<file path="src/hdl/dnle_pkg.sv">
package dnle_pkg;

  localparam int MaxLabel = 62;
  localparam int CountW   = 6;
  localparam logic [7:0] DotChar = 8'd46;

  typedef struct packed {
    logic accept;
    logic load_len;
    logic load_ch;
    logic load_term;
    logic load_err;
  } cmd_t;

  typedef struct packed {
    logic is_dot;
    logic ovf;
    logic count_zero;
    logic count_full;
    logic last_ch;
    logic out_free;
  } stat_t;

endpackage

</file>
<file path="src/hdl/dnle_ctrl.sv">
module dnle_ctrl (
  input  logic            clk,
  input  logic            rst,
  input  logic            in_valid,
  input  logic            name_end,
  output logic            in_ready,
  input  dnle_pkg::stat_t stat,
  output dnle_pkg::cmd_t  cmd
);
  import dnle_pkg::*;

  localparam logic [2:0] StIdle = 3'd0;
  localparam logic [2:0] StLen  = 3'd1;
  localparam logic [2:0] StCh   = 3'd2;
  localparam logic [2:0] StTerm = 3'd3;
  localparam logic [2:0] StErr  = 3'd4;

  logic [2:0] state;
  logic [2:0] state_next;
  logic       pend_end;
  logic       pend_end_next;
  logic       ovf_now;

  assign in_ready = (state == StIdle);
  assign ovf_now  = stat.ovf | (~stat.is_dot & stat.count_full);

  always_comb begin
    cmd           = '0;
    state_next    = state;
    pend_end_next = pend_end;
    unique case (state)
      StIdle: begin
        if (in_valid) begin
          cmd.accept = 1'b1;
          if (ovf_now) begin
            if (name_end) state_next = StErr;
          end else if (stat.is_dot) begin
            pend_end_next = name_end;
            if (!stat.count_zero) state_next = StLen;
            else if (name_end) state_next = StTerm;
          end else if (name_end) begin
            pend_end_next = 1'b1;
            state_next    = StLen;
          end
        end
      end
      StLen: begin
        if (stat.out_free) begin
          cmd.load_len = 1'b1;
          state_next   = StCh;
        end
      end
      StCh: begin
        if (stat.out_free) begin
          cmd.load_ch = 1'b1;
          if (stat.last_ch) state_next = pend_end ? StTerm : StIdle;
        end
      end
      StTerm: begin
        if (stat.out_free) begin
          cmd.load_term = 1'b1;
          state_next    = StIdle;
        end
      end
      StErr: begin
        if (stat.out_free) begin
          cmd.load_err = 1'b1;
          state_next   = StIdle;
        end
      end
      default: state_next = StIdle;
    endcase
  end

  always_ff @(posedge clk) begin
    if (rst) begin
      state    <= StIdle;
      pend_end <= 1'b0;
    end else begin
      state    <= state_next;
      pend_end <= pend_end_next;
    end
  end

endmodule

</file>
<file path="src/hdl/dnle_dp.sv">
module dnle_dp (
  input  logic            clk,
  input  logic            rst,
  input  logic [7:0]      ch,
  input  dnle_pkg::cmd_t  cmd,
  output dnle_pkg::stat_t stat,
  output logic            out_valid,
  input  logic            out_ready,
  output logic [7:0]      out_byte,
  output logic            out_last,
  output logic            bad_label
);
  import dnle_pkg::*;

  logic [7:0]        mem [MaxLabel];
  logic [CountW-1:0] count;
  logic [CountW-1:0] idx;
  logic [CountW-1:0] rd_addr;
  logic [7:0]        rd_data;
  logic              ovf;
  logic              is_dot;
  logic              full;
  logic              last_ch;
  logic              load;

  assign is_dot  = (ch == DotChar);
  assign full    = (count == CountW'(MaxLabel));
  assign last_ch = (idx == count - CountW'(1));
  assign load    = cmd.load_len | cmd.load_ch | cmd.load_term | cmd.load_err;

  assign stat.is_dot     = is_dot;
  assign stat.ovf        = ovf;
  assign stat.count_zero = (count == '0);
  assign stat.count_full = full;
  assign stat.last_ch    = last_ch;
  assign stat.out_free   = ~out_valid | out_ready;

  always_comb begin
    if (cmd.load_len) rd_addr = '0;
    else if (cmd.load_ch && !last_ch) rd_addr = idx + CountW'(1);
    else rd_addr = idx;
  end

  always_ff @(posedge clk) begin
    if (cmd.accept && !ovf && !is_dot && !full) mem[count] <= ch;
    rd_data <= mem[rd_addr];
  end

  always_ff @(posedge clk) begin
    if (rst) begin
      count     <= '0;
      ovf       <= 1'b0;
      idx       <= '0;
      out_valid <= 1'b0;
    end else begin
      idx <= rd_addr;
      if (cmd.accept && !ovf && !is_dot) begin
        if (full) begin
          ovf   <= 1'b1;
          count <= '0;
        end else begin
          count <= count + CountW'(1);
        end
      end
      if (cmd.load_ch && last_ch) count <= '0;
      if (cmd.load_err) begin
        ovf   <= 1'b0;
        count <= '0;
      end
      if (load) out_valid <= 1'b1;
      else if (out_ready) out_valid <= 1'b0;
    end
  end

  always_ff @(posedge clk) begin
    if (cmd.load_len) begin
      out_byte  <= {{(8-CountW){1'b0}}, count};
      out_last  <= 1'b0;
      bad_label <= 1'b0;
    end else if (cmd.load_ch) begin
      out_byte  <= rd_data;
      out_last  <= 1'b0;
      bad_label <= 1'b0;
    end else if (cmd.load_term || cmd.load_err) begin
      out_byte  <= 8'd0;
      out_last  <= 1'b1;
      bad_label <= cmd.load_err;
    end
  end

`ifndef ASSERT_OFF
  a_count_range: assert property (@(posedge clk) disable iff (rst)
    count <= CountW'(MaxLabel))
    else $error("label count beyond max");
  a_ovf_clear: assert property (@(posedge clk) disable iff (rst)
    ovf |-> (count == '0))
    else $error("count nonzero while overflowed");
  a_one_load: assert property (@(posedge clk) disable iff (rst)
    $onehot0({cmd.load_len, cmd.load_ch, cmd.load_term, cmd.load_err, cmd.accept}))
    else $error("conflicting datapath commands");
  a_no_overwrite: assert property (@(posedge clk) disable iff (rst)
    (out_valid && !out_ready) |-> !load)
    else $error("pending item overwritten");
  a_idx_range: assert property (@(posedge clk) disable iff (rst)
    cmd.load_ch |-> (idx < count))
    else $error("read past open label");
`endif

endmodule

</file>
<file path="src/hdl/dns_name_label_encoder_core.sv">
// A plain label character is taken with no output item.
// A dot or name end that closes a label of n characters gives n+1 items,
// the length byte first, then the characters, one per cycle while out_ready holds.
// New input is taken only in the idle state, not while items are being emitted.
// Reset (rst, synchronous, active high) clears control, label count and error;
// the label store is not cleared.
module dns_name_label_encoder_core (
  input  logic       clk,
  input  logic       rst,
  input  logic       in_valid,
  output logic       in_ready,
  input  logic [7:0] ch,
  input  logic       name_end,
  output logic       out_valid,
  input  logic       out_ready,
  output logic [7:0] out_byte,
  output logic       out_last,
  output logic       bad_label
);
  import dnle_pkg::*;

  cmd_t  cmd;
  stat_t stat;

  dnle_ctrl u_ctrl (
    .clk      (clk),
    .rst      (rst),
    .in_valid (in_valid),
    .name_end (name_end),
    .in_ready (in_ready),
    .stat     (stat),
    .cmd      (cmd)
  );

  dnle_dp u_dp (
    .clk       (clk),
    .rst       (rst),
    .ch        (ch),
    .cmd       (cmd),
    .stat      (stat),
    .out_valid (out_valid),
    .out_ready (out_ready),
    .out_byte  (out_byte),
    .out_last  (out_last),
    .bad_label (bad_label)
  );

endmodule

</file>
<file path="config.mk">
export PLATFORM = sky130hd
export DESIGN_NAME = dns_name_label_encoder_core
export DESIGN_NICKNAME = d
export VERILOG_FILES = /design/src/hdl/dnle_pkg.sv /design/src/hdl/dnle_ctrl.sv /design/src/hdl/dnle_dp.sv /design/src/hdl/dns_name_label_encoder_core.sv
export SDC_FILE = /design/constraint.sdc
export NUM_CORES = 1
export LEC_CHECK = 0
export BUFFER_PORTS_ARGS = -buffer_cell sky130_fd_sc_hd__buf_2
export CORE_ASPECT_RATIO = 1.1
export CORE_UTILIZATION = 40
export CTS_CLUSTER_SIZE = 8
export DETAILED_ROUTE_END_ITERATION = 16
export PLACE_DENSITY = 0.57
export SETUP_SLACK_MARGIN = 0.1
export SLEW_MARGIN = 20
export SYNTH_ARGS = -nofsm -noshare
export SYNTH_HDL_FRONTEND = slang
export SYNTH_SLANG_ARGS = --single-unit
</file>
<file path="constraint.sdc">
create_clock -name clk -period 6.57 [get_ports clk]
set_input_delay 1.314 -clock clk [delete_from_list [all_inputs] [get_ports clk]]
set_output_delay 1.314 -clock clk [all_outputs]
set_load 0.05 [all_outputs]
</file>
# Word level (Yosys, flattened, before mapping)
# Memory sizes are Yosys's and may differ from the RTL's. A register that Yosys moved wholly into a read port is not among the register bits.
# Index checks and enable logic that the tools add are counted.
# Widths: inputs -> output; s select.
# word_totals
ram_bits	496
input_bits	13
romBits	0
word_cells	93
latchBits	0
reg_bits	28
output_inout_bits	12
memories	1
# memory_table
name	words	width	rd	rd_ports_with_merged_regs	write_ports	line	rtl
u_dp.mem	62	8	1	1	1	dnle_dp.sv:15	logic [7:0] mem [MaxLabel];
# op_classes
bitwise	9
addsub	3
eq_ne	15
n_mul	0
mux	32
reduce_logical	23
n_div	0
magnitude_cmp	0
n_shift	0
# ops
cell	count
$mux 3	11
$mux 6	4
$mux 8	2
$mux 1	13
$add 6x1->6 const B	2
$pmux 3 s4	1
$eq 8x6->1 const B	1
$reduce_and 8->1	1
$eq 3x2->1 const B	2
$eq 6x6->1	1
$eq 6x6->1 const B	1
$logic_not 6->1	1
$ne 2x2->1 const B	3
$ne 3x3->1 const B	2
$reduce_bool 2->1	3
$reduce_or 2->1	3
$sub 6x1->6 const B	1
$logic_and 1x1->1	5
$or 1x1->1	5
$logic_not 1->1	4
$ne 2x1->1 const B	2
$reduce_and 4->1	1
$eq 3x1->1 const B	1
$eq 3x3->1 const B	1
9 further kinds	11

# Longest topological paths before layout
# logic_depth
depth_word	8
ltp_mapped	16
ltp_nobuf	11

# Modules after synthesis
# A second synthesis with hierarchy kept.
# unflattened
hier_cells	1569
hier_area_um2	21734.6
# modules_own_cells
module	n_inst	cells_per_inst	area_per_inst_um2
dnle_dp	1	1529	21433.1
dnle_ctrl	1	40	301.5

# Worst setup path after synthesis
# No wires, ideal clock.
# synth_path
path_kind	in2reg
startpoint	input out_ready
endpoint	register u_dp.rd_data[6] (read register of u_dp.mem)
t_arrival_ps	3867
stages	11
setup_time_ps	122
path_slack_ps	2581
cell_sequence	nor2b_1 -> nor4_1 -> clkbuf_1 -> o21ai_0 -> a21o_1 -> or2_1 -> buf_6 -> mux4_2 -> a31o_1 -> a221o_1 -> a221o_1
# synth_between
elab_chain_cells	6
elab_cells_between_ends	7
classes_between	mux: 5; bitwise: 1; reduce/logical: 1
# synth_rtl
element	line	rtl
start: declaration	dns_name_label_encoder_core.sv:15	input logic out_ready,
$or 1x1->1 (*)	dnle_dp.sv:36	assign stat.out_free = ~out_valid | out_ready;
$mux 1 (*)	dnle_ctrl.sv:48, dnle_ctrl.sv:54	
$mux 1	dnle_ctrl.sv:31	unique case (state)
$logic_and 1x1->1	dnle_dp.sv:40	else if (cmd.load_ch && !last_ch) rd_addr = idx + CountW'(1);
$mux 6	dnle_dp.sv:40	
$mux 6 (*)	dnle_dp.sv:39	if (cmd.load_len) rd_addr = '0;
end: declaration	dnle_dp.sv:19	logic [7:0] rd_data;
# Every way passes the cells marked *; elsewhere a longest branch is shown, timed or not.
# A chain may end at the register's enable or synchronous reset.

# Final worst setup path
# layout_path
startpoint	register u_dp.count[2]
endpoint	register u_dp.rd_data[1] (read register of u_dp.mem)
# layout_between
elab_chain_cells	6
# layout_rtl
element	line	rtl
start: declaration	dnle_dp.sv:16	logic [CountW-1:0] count;
start signal: assignment	dnle_dp.sv:62	count <= count + CountW'(1);
$sub 6x1->6	dnle_dp.sv:28	assign last_ch = (idx == count - CountW'(1));
$eq 6x6->1	dnle_dp.sv:28	
$logic_not 1->1	dnle_dp.sv:40	
$logic_and 1x1->1	dnle_dp.sv:40	
$mux 6	dnle_dp.sv:40	
$mux 6	dnle_dp.sv:39	
# No other way between the ends.

==> reports/results.txt <==
After synthesis, the netlist uses 62 different library cells. The slack of the critical path was 808 ps. Counting every sink on the clock net gives 532. The detailed router placed 13700 vias in this run. In the post-synthesis netlist, the biggest area contributors are sky130_fd_sc_hd__edfxtp_1, sky130_fd_sc_hd__a211oi_1, sky130_fd_sc_hd__and3_1, sky130_fd_sc_hd__mux2i_1, sky130_fd_sc_hd__dfxtp_1.

The first global-routing pass estimated 91000 microns of wire. After legalization and detailed placement, the total HPWL measured 36600 microns. In the synthesized netlist the dominant register cell turns out to be sky130_fd_sc_hd__edfxtp_1.

The final net count was 1577; the antenna diode instance count was 0. Layout overhead on the synthesized area: 14.3%. The tools report the register area as 15700 sq um. At the worst endpoint, the arrival time is 6180 ps. In the final routed layout, each cell accounts on average for 26.2 microns.

The sequential fraction of design power came out at 0.469. The critical-path maximum fanout is 63, and the number of buffers created by CTS is 76. For the global-route total usage across every layer, the log shows 0.223. For this design the total switching power over the nets is 1.92 mW. The placement-stage cell area was 22800 sq um; the count of endpoints failing setup in the final report was 0. The share of flip-flops with an asynchronous set or reset after synthesis is 0. The tools report the nature of the critical path endpoint as a flip-flop.

The slowest stage of the critical path is the sky130_fd_sc_hd__nor4_1 cell. The tools report the root buffer cell as sky130_fd_sc_hd__clkbuf_16. The tools report the number of global-route vias before repair as 13600.

The wire length the detailed router placed on met1 is 26000 microns, and the pre-CTS setup slack is 943 ps. The run gives 0 as the total count of max-transition violations in the final report. Horizontal die dimension: 225 microns. The mean instance size in the synthesized netlist is 14.2 sq um.

Adding up every negative setup slack in the final design gives 0 ps. For the number of max-capacitance violations reported, the log shows 0. The post-synthesis cell type with the largest combined area was sky130_fd_sc_hd__edfxtp_1.

Worst clock skew: 23.2 ps. The first-pass iteration count of the detailed router was 5. On the worst path, the slowest cell contributes a delay of 990 ps. The top-level port count was 25.

The fraction of the yosys area taken by sequential cells came out at 0.718. Setup repair after global routing left no endpoint under its margin. For the peak clock frequency supported by timing, the log shows 0.174 GHz.

Traced cell by cell, the critical path runs through or3_1, or4_1, a2111o_1, o41a_2, nand2_4, buf_12, mux2i_1, a211oi_1, nor4_1, o221ai_1. The filler cells instantiated in the layout total 4638. The setup path with the least slack is of type flip-flop to flip-flop. Share of total power in the clock network: 0.443. Yosys instantiated no cell more often than sky130_fd_sc_hd__edfxtp_1. The switching part of the total works out to 0.237. The final routed DRC violation total is 0, and the worst-margin pin slew is 1120 ps. The highest layer used for signal routing was met4. For this design, the CTS-stage hold fixing added 0 buffers. In the detailed route, the total length drawn on met2 is 28500 microns. TritonCTS built the clock tree. Once the clock tree was built, the setup fixing pass inserted 0 buffers. The share of the cycle needed by the critical path after routing was 0.877. Share of the synthesized area in the top cell type: 0.691.

In the final layout, the multi-input gates occupy 5630 sq um. Share of cells above drive strength 1: 0.101. The global placer's final weighted congestion is 0.844, and the ratio of total power to cell area is 325 nW/um^2. CTS built an H-tree with a depth of 3. The number of standard-cell rows in the floorplan was 89. For the finished layout, the period the worst path requires is 5760 ps.

After synthesis the cells add up to 21800 sq um. The post-route cell area is 25000 sq um, and the placeable core region is 53800 sq um. The combinational share of power is 0.088. The cell family contributing the most delay on the critical path is simple AND/OR/NAND/NOR gates. For the worst setup path, the data required time is 6990 ps. Input and output buffers added on the ports amount to 24. The remaining max-slew budget at the tightest pin was 0.247; the routed wire length was 60900 microns. Count of buffer and inverter cells on the critical path: 1. The cell count after synthesis is 1535. Clock-pin slew was measured on the worst setup and hold paths at 50 ps.

For the post-detailed-route count of antenna-violating nets, the log shows 0. The via count normalized by instance count came out at 5.90. The commonest cells after synthesis are sky130_fd_sc_hd__edfxtp_1, sky130_fd_sc_hd__a211oi_1, sky130_fd_sc_hd__nand2_1.

The maximum ir drop on the vdd rail is 168 uV. For this run the aggregate overflow at the end of global routing stands at 0. The flow ran to the end, and the final reports show no timing, DRC or antenna violations. The worst hold margin was 471 ps; the number of flops mapped to enable cells by yosys was 502. The starting utilization of the core area is 0.406, and the vertical extent of the die is 247 microns.

The type of element launching the critical path is a flip-flop. The register bit count reported by yosys is 532, and the worst-skew pair later-pin latency is 600 ps. The logs give 3 for the number of buffers on the longest clock path and 0 for the final count of hold timing violations. The floorplan step defined a die boundary enclosing 55500 sq um. The initial antenna violation count was 1.

The number of nets handed over by synthesis was 1553. The analysis attributes to cell leakage a power of 8.09 nW. The internal power of the cells totals 6.19 mW.

Entering global routing, the biggest net connects 100 pins. Detailed routing placed a total of 4090 microns of wire on met3. The class of the worst hold path was flip-flop to flip-flop.

The run gives 0 as the number of cells upsized or downsized after cts. The number of DRC markers after the initial detailed-route iteration is 1427, and the total of warnings raised by yosys is 0.
==> power by group through the flow <==
stage / sequential, mW / combinational (mW) / clock, mW
2_1_floorplan: 3.89 / 0.379 / 0
3_3_place_gp: 3.87 / 0.709 / 0
3_5_place_dp: 3.86 / 0.717 / 0
4_1_cts: 3.80 / 0.719 / 3.64
5_1_grt: 3.80 / 0.766 / 3.77
6_report: 3.80 / 0.717 / 3.59
==> kinds of logic after synthesis <==
group / Yosys count / synth area share
compound gates: 351 / 0.121
xor+xnor: 9 / 0.00361
fa+ha+maj: 5 / 0.00287
buf+inv: 144 / 0.0264
flops: 532 / 0.718
mux: 67 / 0.0316
simple gates: 427 / 0.0965
==> sequential cells by signal, indices dropped and copies added, names as in the netlist <==
name and count:
u_dp.mem 496, u_dp.out_last 1, u_dp.rd_data 8, u_dp.out_byte 8, u_dp.ovf 1, u_dp.bad_label 1, u_ctrl.pend_end 1, u_dp.idx 6
u_dp.out_valid 1, u_dp.count 6, u_ctrl.state 3
==> worst register-to-register path, stage by stage, from the launching register on <==
cell and delay, ps:
sky130_fd_sc_hd__dfxtp_1 500, sky130_fd_sc_hd__or3_1 770, sky130_fd_sc_hd__or4_1 600, sky130_fd_sc_hd__a2111o_1 620, sky130_fd_sc_hd__o41a_2 560, sky130_fd_sc_hd__nand2_4 530, sky130_fd_sc_hd__buf_12 380, sky130_fd_sc_hd__mux2i_1 280
sky130_fd_sc_hd__a211oi_1 120, sky130_fd_sc_hd__nor4_1 990, sky130_fd_sc_hd__o221ai_1 240
==> path summary, 6_finish.rpt <==
path | startpoint | end | slack [ps] | cells past startpoint
setup / recovery | u_dp.count[2] | u_dp.rd_data[1] | 810 | 10
hold / removal | u_dp.out_byte[7] | u_dp.out_byte[7] | 470 | 1
setup reg to reg | u_dp.count[2] | u_dp.rd_data[1] | 810 | 10
hold reg to reg | u_dp.out_byte[7] | u_dp.out_byte[7] | 470 | 1
==> per-stage QoR <==
| step | std cells | total power [mW] | util |
|---|---|---|---|
| after floorplan | 1535 | 4.27 | - |
| after global placement | 2209 | 4.57 | 0.424 |
| after detailed placement | 2209 | 4.58 | 0.424 |
| after CTS | 2326 | 8.16 | 0.464 |
| after global routing | 2326 | 8.34 | 0.464 |
| final | 2326 | 8.11 | 0.464 |
==> area by class of cell <==
| cell class | instances | share of cell area |
|---|---|---|
| flip-flops and latches | 532 | 0.628 |
| multi-input cells | 859 | 0.226 |
| clock buffers | 115 | 0.0846 |
| well taps | 728 | 0.0365 |
| repair buffers | 66 | 0.0200 |
| inverters | 24 | 0.00361 |
| clock inverters | 2 | 0.00155 |
==> layer usage <==
| layer | track usage | vias up |
|---|---|---|
| li1 | - | 6157 |
| met5 | 0 | - |
| met1 | 0.302 | 6921 |
| met2 | 0.352 | 529 |
| met4 | 0.100 | 0 |
| met3 | 0.0398 | 105 |
==> layout by cell type, fill, tap and decap left out, types with 6 or more instances in the layout <==
| cell | netlist | layout |
|---|---|---|
| sky130_fd_sc_hd__a311oi_1 | 23 | 23 |
| sky130_fd_sc_hd__buf_4 | 1 | 37 |
| sky130_fd_sc_hd__o31ai_1 | 10 | 10 |
| sky130_fd_sc_hd__o221ai_1 | 8 | 8 |
| sky130_fd_sc_hd__inv_1 | 24 | 24 |
| sky130_fd_sc_hd__nor4_1 | 16 | 15 |
| sky130_fd_sc_hd__a22o_1 | 6 | 6 |
| sky130_fd_sc_hd__buf_2 | 20 | 24 |
| sky130_fd_sc_hd__nor3_1 | 24 | 23 |
| sky130_fd_sc_hd__clkbuf_16 | 0 | 79 |
| sky130_fd_sc_hd__and3_1 | 115 | 115 |
| sky130_fd_sc_hd__a32oi_1 | 8 | 8 |
| sky130_fd_sc_hd__nor2_1 | 92 | 91 |
| sky130_fd_sc_hd__mux2i_1 | 64 | 64 |
| sky130_fd_sc_hd__nand3_1 | 23 | 23 |
| sky130_fd_sc_hd__dfxtp_1 | 30 | 30 |
| sky130_fd_sc_hd__clkbuf_1 | 89 | 36 |
| sky130_fd_sc_hd__edfxtp_1 | 502 | 502 |
| sky130_fd_sc_hd__a211oi_1 | 152 | 152 |
| sky130_fd_sc_hd__a21oi_1 | 48 | 48 |
| sky130_fd_sc_hd__o21ai_0 | 12 | 12 |
| sky130_fd_sc_hd__or3_1 | 8 | 8 |
| sky130_fd_sc_hd__nand2_1 | 119 | 117 |
| sky130_fd_sc_hd__a2111oi_0 | 57 | 52 |
(Power assumes the default switching activity.)
